$ cat src/hdl/upd_pkg.sv
// Shared types, character codes and hex digit decoding for the URL percent decoder.
// No dependencies; used by the channel interfaces and the decoder core.
package upd_pkg;

   localparam int UNIT_W = 16;

   typedef logic [UNIT_W-1:0] char_type;

   localparam char_type CH_PERCENT   = 16'h0025;
   localparam char_type CH_QUESTION  = 16'h003F;
   localparam char_type CH_SLASH     = 16'h002F;
   localparam char_type CH_BACKSLASH = 16'h005C;
   localparam char_type CH_ZERO      = 16'h0030;
   localparam char_type CH_NINE      = 16'h0039;
   localparam char_type CH_LOW_A     = 16'h0061;
   localparam char_type CH_LOW_F     = 16'h0066;
   localparam char_type CH_UP_A      = 16'h0041;
   localparam char_type CH_UP_F      = 16'h0046;

   // Configuration register indexes.
   localparam logic CSR_COPY_QUERY = 1'b0;
   localparam logic CSR_SLASH_MAP  = 1'b1;

   typedef struct packed {
      char_type out_char;
      logic     has_char;
      logic     end_of_text;
   } rsp_item_type;

   typedef struct packed {
      logic       ok;
      logic [3:0] val;
   } hex_type;

   function automatic hex_type hex_decode(input char_type c);
      hex_type r;
      r.ok  = 1'b0;
      r.val = 4'd0;
      if (c >= CH_ZERO && c <= CH_NINE) begin
         r.ok  = 1'b1;
         r.val = 4'(c - CH_ZERO);
      end else if (c >= CH_LOW_A && c <= CH_LOW_F) begin
         r.ok  = 1'b1;
         r.val = 4'(c - CH_LOW_A + char_type'(10));
      end else if (c >= CH_UP_A && c <= CH_UP_F) begin
         r.ok  = 1'b1;
         r.val = 4'(c - CH_UP_A + char_type'(10));
      end
      return r;
   endfunction

endpackage

$ cat src/hdl/upd_req_if.sv
// Input channel of the URL percent decoder: one code unit per transaction.
// Depends on upd_pkg for the code unit width.
interface upd_req_if;
   logic              valid;
   logic              ready;
   upd_pkg::char_type code_unit;
   logic              is_last;

   modport source (output valid, code_unit, is_last, input ready);
   modport sink   (input valid, code_unit, is_last, output ready);
endinterface

$ cat src/hdl/upd_rsp_if.sv
// Result channel of the URL percent decoder: one decoded code unit or empty end marker per transaction.
// Depends on upd_pkg for the code unit width.
interface upd_rsp_if;
   logic              valid;
   logic              ready;
   upd_pkg::char_type out_char;
   logic              has_char;
   logic              end_of_text;

   modport source (output valid, out_char, has_char, end_of_text, input ready);
   modport sink   (input valid, out_char, has_char, end_of_text, output ready);
endinterface

$ cat src/hdl/url_percent_decoder_core.sv
// URL percent decoder: escape state, result generation and output queue.
// Depends on upd_pkg, upd_req_if and upd_rsp_if.
//
// Usage:
//   req_chan carries one URL code unit per transaction; is_last closes the URL.
//   rsp_chan carries decoded code units; end_of_text flags the last one of a
//   URL, and a result with has_char low is an empty end marker.
//   csr_we/csr_index/csr_wdata write copy_query (index 0) and
//   query_slash_to_backslash (index 1); write only while the block is idle.
// Timing:
//   An accepted code unit is decoded in the accept cycle and its results
//   (zero to three) land in a four-entry registered output queue. The queue
//   drains one result per cycle while rsp_chan is ready. req_chan.ready is
//   high while the queue holds at most one result, so one code unit per
//   cycle is taken while each yields at most one result; a failed escape
//   yields up to three and throttles input until they drain.
// Reset:
//   Clears the queue and escape state, sets both registers to 1.
//   A stalled rsp_chan holds the head result; input stops once the queue
//   holds two or more results.
module url_percent_decoder_core #(
   parameter int CHAR_WIDTH = 16
) (
   input  logic            clock,
   input  logic            reset,
   upd_req_if.sink         req_chan,
   upd_rsp_if.source       rsp_chan,
   input  logic            csr_we,
   input  logic            csr_index,
   input  logic            csr_wdata
);

   localparam int KeepW = (CHAR_WIDTH < upd_pkg::UNIT_W) ? CHAR_WIDTH : upd_pkg::UNIT_W;
   localparam upd_pkg::char_type UnitMask = upd_pkg::char_type'((64'd1 << KeepW) - 64'd1);

   localparam logic [1:0] PEND_NONE  = 2'd0;
   localparam logic [1:0] PEND_PCT   = 2'd1;
   localparam logic [1:0] PEND_DIGIT = 2'd2;

   localparam int QDepth = 4;

   logic                  copy_query_ff, copy_query_in;
   logic                  slash_map_ff, slash_map_in;
   logic [1:0]            pend_ff, pend_in;
   logic [6:0]            digit_ff, digit_in;
   logic                  query_ff, query_in;
   logic                  stopped_ff, stopped_in;
   upd_pkg::rsp_item_type queue_ff [QDepth];
   upd_pkg::rsp_item_type queue_in [QDepth];
   logic [2:0]            qcnt_ff, qcnt_in;

   upd_pkg::rsp_item_type cand [3];
   logic [1:0]            n_res;
   logic                  run_fresh;
   upd_pkg::char_type     unit;
   upd_pkg::hex_type      hex_c, hex_hi;
   upd_pkg::char_type     decoded;
   logic                  accept, pop;
   logic [2:0]            base;

   assign accept = req_chan.valid && req_chan.ready;
   assign pop    = rsp_chan.valid && rsp_chan.ready;

   assign req_chan.ready       = (qcnt_ff <= 3'd1);
   assign rsp_chan.valid       = (qcnt_ff != 3'd0);
   assign rsp_chan.out_char    = queue_ff[0].out_char;
   assign rsp_chan.has_char    = queue_ff[0].has_char;
   assign rsp_chan.end_of_text = queue_ff[0].end_of_text;

   assign unit    = req_chan.code_unit & UnitMask;
   assign hex_c   = upd_pkg::hex_decode(unit);
   assign hex_hi  = upd_pkg::hex_decode(upd_pkg::char_type'(digit_ff));
   assign decoded = upd_pkg::char_type'({hex_hi.val, hex_c.val});

   // Decode one code unit into up to three results and the next escape state.
   always_comb begin
      for (int k = 0; k < 3; k++) begin
         cand[k] = '0;
      end
      n_res      = 2'd0;
      run_fresh  = 1'b0;
      pend_in    = pend_ff;
      digit_in   = digit_ff;
      query_in   = query_ff;
      stopped_in = stopped_ff;

      if (!stopped_ff) begin
         unique case (pend_ff)
            PEND_PCT: begin
               if (hex_c.ok && !req_chan.is_last) begin
                  digit_in = unit[6:0];
                  pend_in  = PEND_DIGIT;
               end else begin
                  pend_in                = PEND_NONE;
                  cand[n_res].out_char   = upd_pkg::CH_PERCENT;
                  cand[n_res].has_char   = 1'b1;
                  n_res                  = n_res + 2'd1;
                  run_fresh              = 1'b1;
               end
            end
            PEND_DIGIT: begin
               pend_in  = PEND_NONE;
               digit_in = '0;
               if (hex_c.ok) begin
                  cand[n_res].out_char = decoded;
                  cand[n_res].has_char = 1'b1;
                  n_res                = n_res + 2'd1;
                  if (decoded == upd_pkg::CH_QUESTION) begin
                     query_in = 1'b1;
                  end
               end else begin
                  cand[n_res].out_char = upd_pkg::CH_PERCENT;
                  cand[n_res].has_char = 1'b1;
                  n_res                = n_res + 2'd1;
                  cand[n_res].out_char = upd_pkg::char_type'(digit_ff);
                  cand[n_res].has_char = 1'b1;
                  n_res                = n_res + 2'd1;
                  run_fresh            = 1'b1;
               end
            end
            default: begin
               pend_in   = PEND_NONE;
               run_fresh = 1'b1;
            end
         endcase
      end

      // Fresh handling of the current code unit with no escape pending.
      if (run_fresh) begin
         if (unit == upd_pkg::CH_PERCENT) begin
            if (req_chan.is_last) begin
               cand[n_res].out_char = upd_pkg::CH_PERCENT;
               cand[n_res].has_char = 1'b1;
               n_res                = n_res + 2'd1;
            end else begin
               pend_in = PEND_PCT;
            end
         end else if (unit == upd_pkg::CH_QUESTION && !copy_query_ff) begin
            stopped_in = 1'b1;
         end else if (unit == upd_pkg::CH_SLASH && query_ff && slash_map_ff) begin
            cand[n_res].out_char = upd_pkg::CH_BACKSLASH;
            cand[n_res].has_char = 1'b1;
            n_res                = n_res + 2'd1;
         end else begin
            cand[n_res].out_char = unit;
            cand[n_res].has_char = 1'b1;
            n_res                = n_res + 2'd1;
         end
      end

      // Close the URL: mark the final result, emit an empty marker if none.
      if (req_chan.is_last) begin
         if (n_res == 2'd0) begin
            cand[0] = '0;
            n_res   = 2'd1;
         end
         cand[n_res - 2'd1].end_of_text = 1'b1;
         pend_in    = PEND_NONE;
         digit_in   = '0;
         query_in   = 1'b0;
         stopped_in = 1'b0;
      end
   end

   // Output queue: shift on pop, append new results behind the survivors.
   always_comb begin
      for (int i = 0; i < QDepth; i++) begin
         if (pop && i < QDepth - 1) begin
            queue_in[i] = queue_ff[i + 1];
         end else begin
            queue_in[i] = queue_ff[i];
         end
      end
      base = qcnt_ff - {2'b00, pop};
      if (accept) begin
         for (int k = 0; k < 3; k++) begin
            if (k < int'(n_res)) begin
               queue_in[2'(base + 3'(k))] = cand[k];
            end
         end
      end
      qcnt_in = base + (accept ? {1'b0, n_res} : 3'd0);
   end

   always_comb begin
      copy_query_in = copy_query_ff;
      slash_map_in  = slash_map_ff;
      if (csr_we) begin
         unique case (csr_index)
            upd_pkg::CSR_COPY_QUERY: copy_query_in = csr_wdata;
            upd_pkg::CSR_SLASH_MAP:  slash_map_in  = csr_wdata;
            default:                 copy_query_in = copy_query_ff;
         endcase
      end
   end

   always_ff @(posedge clock) begin
      if (reset) begin
         copy_query_ff <= 1'b1;
         slash_map_ff  <= 1'b1;
         pend_ff       <= PEND_NONE;
         digit_ff      <= '0;
         query_ff      <= 1'b0;
         stopped_ff    <= 1'b0;
         qcnt_ff       <= 3'd0;
      end else begin
         copy_query_ff <= copy_query_in;
         slash_map_ff  <= slash_map_in;
         qcnt_ff       <= qcnt_in;
         if (accept) begin
            pend_ff    <= pend_in;
            digit_ff   <= digit_in;
            query_ff   <= query_in;
            stopped_ff <= stopped_in;
         end
      end
   end

   always_ff @(posedge clock) begin
      for (int i = 0; i < QDepth; i++) begin
         queue_ff[i] <= queue_in[i];
      end
   end

`ifndef SYNTHESIS
   a_qcnt_bound: assert property (@(posedge clock) disable iff (reset)
      qcnt_ff <= 3'(QDepth))
      else $error("output queue count out of range");

   a_pend_code: assert property (@(posedge clock) disable iff (reset)
      pend_ff != 2'd3)
      else $error("unused escape state reached");

   a_stop_no_pend: assert property (@(posedge clock) disable iff (reset)
      stopped_ff |-> (pend_ff == PEND_NONE))
      else $error("escape pending while output stopped");

   a_marker_shape: assert property (@(posedge clock) disable iff (reset)
      (rsp_chan.valid && !rsp_chan.has_char) |->
         (rsp_chan.end_of_text && rsp_chan.out_char == '0))
      else $error("empty marker without end flag or with data");

   a_url_close: assert property (@(posedge clock) disable iff (reset)
      (accept && req_chan.is_last) |=>
         (pend_ff == PEND_NONE && !query_ff && !stopped_ff))
      else $error("state not cleared after last code unit");
`endif

endmodule
$ cat src/flat_wrapper.sv
// flat-port wrapper written by rule: the top's interface ports become plain ports
module url_percent_decoder_core_flat 
#(
   parameter int CHAR_WIDTH = 16
)
  (clock, reset, csr_we, csr_index, csr_wdata, req_chan_valid, req_chan_code_unit, req_chan_is_last, req_chan_ready, rsp_chan_valid, rsp_chan_out_char, rsp_chan_has_char, rsp_chan_end_of_text, rsp_chan_ready);
  upd_req_if req_chan_i ();
  upd_rsp_if rsp_chan_i ();
  input  logic clock;
  input  logic reset;
  input  logic csr_we;
  input  logic csr_index;
  input  logic csr_wdata;
  input wire logic [$bits(req_chan_i.valid)-1:0] req_chan_valid;
  input wire logic [$bits(req_chan_i.code_unit)-1:0] req_chan_code_unit;
  input wire logic [$bits(req_chan_i.is_last)-1:0] req_chan_is_last;
  output wire logic [$bits(req_chan_i.ready)-1:0] req_chan_ready;
  output wire logic [$bits(rsp_chan_i.valid)-1:0] rsp_chan_valid;
  output wire logic [$bits(rsp_chan_i.out_char)-1:0] rsp_chan_out_char;
  output wire logic [$bits(rsp_chan_i.has_char)-1:0] rsp_chan_has_char;
  output wire logic [$bits(rsp_chan_i.end_of_text)-1:0] rsp_chan_end_of_text;
  input wire logic [$bits(rsp_chan_i.ready)-1:0] rsp_chan_ready;
  assign req_chan_i.valid = req_chan_valid;
  assign req_chan_i.code_unit = req_chan_code_unit;
  assign req_chan_i.is_last = req_chan_is_last;
  assign req_chan_ready = req_chan_i.ready;
  assign rsp_chan_valid = rsp_chan_i.valid;
  assign rsp_chan_out_char = rsp_chan_i.out_char;
  assign rsp_chan_has_char = rsp_chan_i.has_char;
  assign rsp_chan_end_of_text = rsp_chan_i.end_of_text;
  assign rsp_chan_i.ready = rsp_chan_ready;
  url_percent_decoder_core #(.CHAR_WIDTH(CHAR_WIDTH)) u_core (.clock(clock), .reset(reset), .req_chan(req_chan_i), .rsp_chan(rsp_chan_i), .csr_we(csr_we), .csr_index(csr_index), .csr_wdata(csr_wdata));
endmodule
$ cat config.mk
export PLATFORM = sky130hd
export DESIGN_NAME = url_percent_decoder_core_flat
export DESIGN_NICKNAME = d
export VERILOG_FILES = /design/src/hdl/upd_pkg.sv /design/src/hdl/upd_req_if.sv /design/src/hdl/upd_rsp_if.sv /design/src/hdl/url_percent_decoder_core.sv /design/src/flat_wrapper.sv
export SDC_FILE = /design/constraint.sdc
export NUM_CORES = 1
export LEC_CHECK = 0
export BUFFER_PORTS_ARGS = -buffer_cell sky130_fd_sc_hd__buf_2
export CORE_UTILIZATION = 55
export DETAILED_ROUTE_END_ITERATION = 10
export PLACE_DENSITY = 0.75
export REMOVE_ABC_BUFFERS = 1
export SLEW_MARGIN = 20
export SYNTH_ARGS = -nofsm -noshare
export SYNTH_HDL_FRONTEND = slang
export SYNTH_SLANG_ARGS = --single-unit
$ cat constraint.sdc
create_clock -name clock -period 5.8 [get_ports clock]
set_input_delay 0.58 -clock clock [delete_from_list [all_inputs] [get_ports clock]]
set_output_delay 0.58 -clock clock [all_outputs]
set_load 0.1 [all_outputs]
* After elaboration in Yosys (flattened, before gate mapping)
Memories as Yosys holds them, arrays and structs flattened. Index checks and enable logic that the tools add are counted.
Word-level totals: register bits after elaboration 16, RAM bits 72, bits of input ports 24, output and inout bits 20, word-level logic and storage cells 184, memories kept 1
Operators by class: add/sub/neg operators 16, magnitude comparators 26, eq/ne operators 9, muxes and demuxes 87, bitwise gates (word level) 6, reduce and logical (&&, ||, !) cells 32
Memory list:
- u_core.queue_ff | words 4, width 18, rd ports 4, clocked after memory_dff 0, wr ports 4, line url_percent_decoder_core.sv:48 | upd_pkg::rsp_item_type queue_ff [QDepth];
Operators with widths (number):
- $mux W72 | 6
- $bwmux W54 | 7
- $mux W54 | 6
- $bwmux W72 | 3
- $demux W18 S2 | 6
- $mux W18 | 9
- $mux W17 | 3
- $eq A16 B6 Y1 const B | 3
- $mux W2 | 17
- $pmux W17 S2 | 1
- $ge A16 B7 Y1 const B | 2
- $le A16 B7 Y1 const B | 2
- $mux W7 | 4
- $sub A4 B1 Y4 const B | 6
- $logic_and A1 B1 Y1 | 17
- $add A4 B4 Y4 const B | 4
- $ge A16 B6 Y1 const B | 1
- $le A16 B6 Y1 const B | 1
- $ge A3 B3 Y1 const B | 5
- $lt A3 B1 Y1 const B | 5
- $mux W5 | 3
- $not A2 Y3 | 5
- $ge A7 B7 Y1 const B | 2
- $le A7 B7 Y1 const B | 2
- other kinds (30) | 56

* Logic depth before layout (Yosys ltp)
depth after elaboration 33, depth in mapped cells 21, gate-level depth less buffers 19

* Worst setup path before layout
OpenSTA, ideal clock, no wires.
kind register to register, from reg u_core.qcnt_ff[2], to mem u_core.queue_ff[2][5] in the netlist's numbering, library setup time 0.120 ns, arrival time 6.107 ns, data required time 5.680 ns, path slack -0.427 ns, cell stages (with the launch flop) 17, buffers on the path 5, clock period less this slack 6.227 ns, path through dfxtp_1 nor2_1 nand2_1 nand2_1 inv_1 clkbuf_1 clkbuf_1 clkbuf_1 ha_1 ha_1 clkbuf_1 nand2_1 or3_4 o21ai_2 buf_4 a21oi_1 a211o_1
RTL lines:
- start, declared | line url_percent_decoder_core.sv:50 | logic [2:0] qcnt_ff, qcnt_in;
- start signal, assigned | line url_percent_decoder_core.sv:209 | qcnt_ff <= qcnt_in;
- end, declared | line url_percent_decoder_core.sv:48

* Worst setup path in the final report
from in req_chan_code_unit[1], to reg u_core.qcnt_ff[2]
Between the ends: cells in the longest elaborated chain, start to end 19, elaborated cells between the ends (all ways) 35, those cells by class 2 x add/sub; 6 x order compare; 2 x eq/ne; 19 x mux; 6 x reduce/logical
RTL lines:
- start, declared | line flat_wrapper.sv:15 | input wire logic [$bits(req_chan_i.code_unit)-1:0] req_chan_code_unit;
- $ge A16 B7 Y1 or $le A16 B7 Y1 (tied branches) | line upd_pkg.sv:45 | end else if (c >= CH_UP_A && c <= CH_UP_F) begin
- $logic_and A1 B1 Y1 | line upd_pkg.sv:45
- $mux W5 | line upd_pkg.sv:45
- $mux W5 | line upd_pkg.sv:42 | end else if (c >= CH_LOW_A && c <= CH_LOW_F) begin
- $mux W5 | line upd_pkg.sv:39 | if (c >= CH_ZERO && c <= CH_NINE) begin
- $logic_and A1 B1 Y1 | line url_percent_decoder_core.sv:90 | if (hex_c.ok && !req_chan.is_last) begin
- $mux W1 | line url_percent_decoder_core.sv:90
- $pmux W2 S2 | line url_percent_decoder_core.sv:88 | unique case (pend_ff)
- [... 3 more ...]
- $mux W2 | line url_percent_decoder_core.sv:130 | if (unit == upd_pkg::CH_PERCENT) begin
- $mux W2 * | line url_percent_decoder_core.sv:129 | if (run_fresh) begin
- $logic_not A2 Y1 | line url_percent_decoder_core.sv:153 | if (n_res == 2'd0) begin
- $mux W2 | line url_percent_decoder_core.sv:153
- $mux W2 | line url_percent_decoder_core.sv:152 | if (req_chan.is_last) begin
- $mux W2 * | line url_percent_decoder_core.sv:152
- $mux W2 * | line url_percent_decoder_core.sv:182 | qcnt_in = base + (accept ? {1'b0, n_res} : 3'd0);
- $add A3 B2 Y3 * | line url_percent_decoder_core.sv:182
Mark *: on every way between the ends. The rest lies on a longest branch, timed or not. The select of a mux whose other input is x is not followed. A chain may end at the register's enable or synchronous reset.

==> impl_metrics.toml <==
[run_status]
outcome = "finished with violations"
violations = "DRC"

[floorplanning]
row_count = 39
initial_core_util_pct = 57.3
core_area_um2 = 11600
io_pins = 44
die_w_um = 112
die_area_um2 = 12500
die_h_um = 112

[run]
max_cap_viol_count = 0

[cells_and_area]
drive_gt1_share_pct = 12.4
area_delta_synth_final_pct = 10.2
n_antenna_cell = 0
final_cell_mix = "nand2_1 (191), nor2_1 (81), dfxtp_1 (70)"
fin_nets = 938
final_common_cell = "nand2_1"

[placed_design]
hpwl_um = 18200
port_buffers = 43
place_ws_ns = 0.483
place_congestion = 1.07

[clock_tree]
cts_root_buf = "clkbuf_16"
path_clk_slew_ns = 0.07
hold_buffers = 0
clock_sinks = 88
clock_latency_ns = 0.36
postCtsSetupBuffers = 0
cts_tree = "done"
clock_path_buffers = 2
cts-resized-gates = 0
h-tree-depth = 3
cts_buffers = 9

[sta]
setup_ws_ns = 0.774
worst_clock_skew_ns = 0.00866
hold_violations = 0
slew_violations = 0
post-route-period-util_pct = 86.6
report.final.setup_viol = 0
rsz0062_at_grt = "false"
worst_slew_pin_slew_ns = 1.01
tns_ns = 0
clock.fmax_mhz = 199
min_period_ns = 5.03
slew_headroom_pct = 32.1

[synth]
ys_warn_count = 0
yosys_register_bits = 88
yosysSeqAreaShare_pct = 29.3
syn_avg_cell_area_um2 = 7.64
ys_types = 87
async_flop_share_pct = 0
syn_inst = 867
ys.flop_type = "dfxtp_1"
synth_area_um2 = 6620
synth_edf_count = 18

[route]
drc = 4
vias = 7526
wl_per_cell_um = 24.3
drt_iter0_drc = 1115
drtAntennaViolNets = 0
drtPass1Iterations = 11
routed_wl_um = 25500
vias_per_cell = 7.20

[grt]
grt_max_degree = 47
grt_pass1_vias = 7217
grt.overflow.total = 0
antenna_found_initial = 0
grt_pass1_wl_um = 39900
grt_usage_pct = 41.2

[critical_path]
critical_path_arrival_ns = 5.27
slowest_stage = "o21ai_2"
cp_slowest_stage_delay_ns = 0.50
crit_path_end_kind = "flip-flop"
cp_max_fo = 15
cp_data_required_time_ns = 6.04
worstSetupPathType = "in2reg"
cp_cell_sequence = "buf_2 > inv_1 > ha_1 > or3b_2 > a22o_1 > a32oi_1 > nor2_1 > o21a_1 > ha_1 > inv_1 > o21ai_2 > nand2b_1 > a21oi_1 > nor2_1 > ha_1 > inv_1 > fa_1 > xnor2_1 > xnor2_1 > nor2_1"
start_kind = "input pin"

[pwr]
peakVddDrop_v = 0.000268
p_per_area_nw_per_um2 = 542
power_w = 0.00396
power.leakage_nw = 2.88

[hold_path]
hold_path.class = "in2reg"
[per-layer routing]
layer | wire (um) | global-route usage [%] | vias to the layer above
met5 | 0 | 0 | -
met2 | 11900 | 68.9 | 568
li1 | - | - | 3335
met3 | 2690 | 6.86 | 108
met4 | 1460 | 25.5 | 0
met1 | 9440 | 49.6 | 3515
[where the power goes]
| part | internal [W] | switching (W) | leakage (nW) |
|---|---|---|---|
| clock network | 0.000378 | 0.000273 | 0.158 |
| logic | 0.000665 | 0.00155 | 1.96 |
| registers | 0.000943 | 0.000146 | 0.758 |
[sequential cells by signal (all words and copies together), names as in the netlist]
register	flops
u_core.stopped_ff	1
u_core.query_ff	1
u_core.copy_query_ff	1
u_core.qcnt_ff	3
u_core.queue_ff	72
u_core.pend_ff	2
u_core.digit_ff	7
u_core.slash_map_ff	1
[worst max-delay path: cells and delay by family]
| family | cells | cell delay [ns] |
|---|---|---|
| buffers and inverters | 4 | 0.52 |
| adders and majority gates | 4 | 1.11 |
| and+or+nand+nor | 5 | 1.24 |
| AOI/OAI and AO/OA | 5 | 1.45 |
| xor gates and xnor gates | 2 | 0.34 |
[path summary, 6_finish.rpt]
check,from,endpoint,cells after the start,slack [ns]
setup / recovery,req_chan_code_unit[1],u_core.qcnt_ff[2],20,0.77
setup reg to reg,u_core.qcnt_ff[2],u_core.queue_ff[1][17],13,1.27
hold reg to reg,u_core.pend_ff[1],u_core.pend_ff[1],2,0.48
hold / removal,csr_wdata,u_core.copy_query_ff,2,0.45
[area by class of cell]
cell class | instances | area, um^2
clock buffer | 9 | 225
clock inverter | 7 | 92.6
fill | 1025 | 4270
inverter | 20 | 75.1
multi-input combinational | 714 | 4410
sequential | 88 | 1940
tap | 143 | 179
timing repair buffer | 65 | 380
[cell families after synthesis]
family | count (synthesis) | synth area share [%]
AND/OR/NAND/NOR | 386 | 27.2
AO/OA/AOI/OAI | 284 | 31.9
flip-flops | 88 | 29.3
buffers and inverters | 65 | 4.18
multiplexers | 25 | 3.85
adder cells (fa/ha/maj) | 17 | 3.29
XOR/XNOR | 2 | 0.265
[stage by stage]
stage               instances  utilization, %  instance area, um^2  hold slack (ns)
floorplan                 822               -                 6420            0.443
global placement         1030            60.4                 6980            0.462
detailed placement       1030            60.4                 6980            0.473
CTS                      1046            63.1                 7300            0.455
global route             1046            63.1                 7300            0.467
finish                   1046            63.1                 7300            0.450
[synthesized netlist by cell type, types with 8 or more instances]
cell	n	share of area, %
a221o_1	9	1.4
inv_1	19	1.1
a22oi_1	8	0.91
edfxtp_1	18	8.2
nand2_1	192	11
o221ai_1	9	1.2
nand3_1	29	2.2
a32oi_1	12	1.6
o22ai_1	10	0.94
a22o_1	10	1.3
a31oi_1	19	1.8
a21oi_1	50	3.8
nor3_1	13	0.98
a221oi_1	24	3.2
a211oi_1	20	2.3
dfxtp_1	70	21
clkbuf_1	31	1.8
o31ai_1	8	0.91
ha_1	15	2.8
nor2_1	81	4.6
buf_2	8	0.60
mux2i_1	24	3.6
o21ai_0	30	2.3
o211ai_1	12	1.4
(Power assumes the default switching activity.)
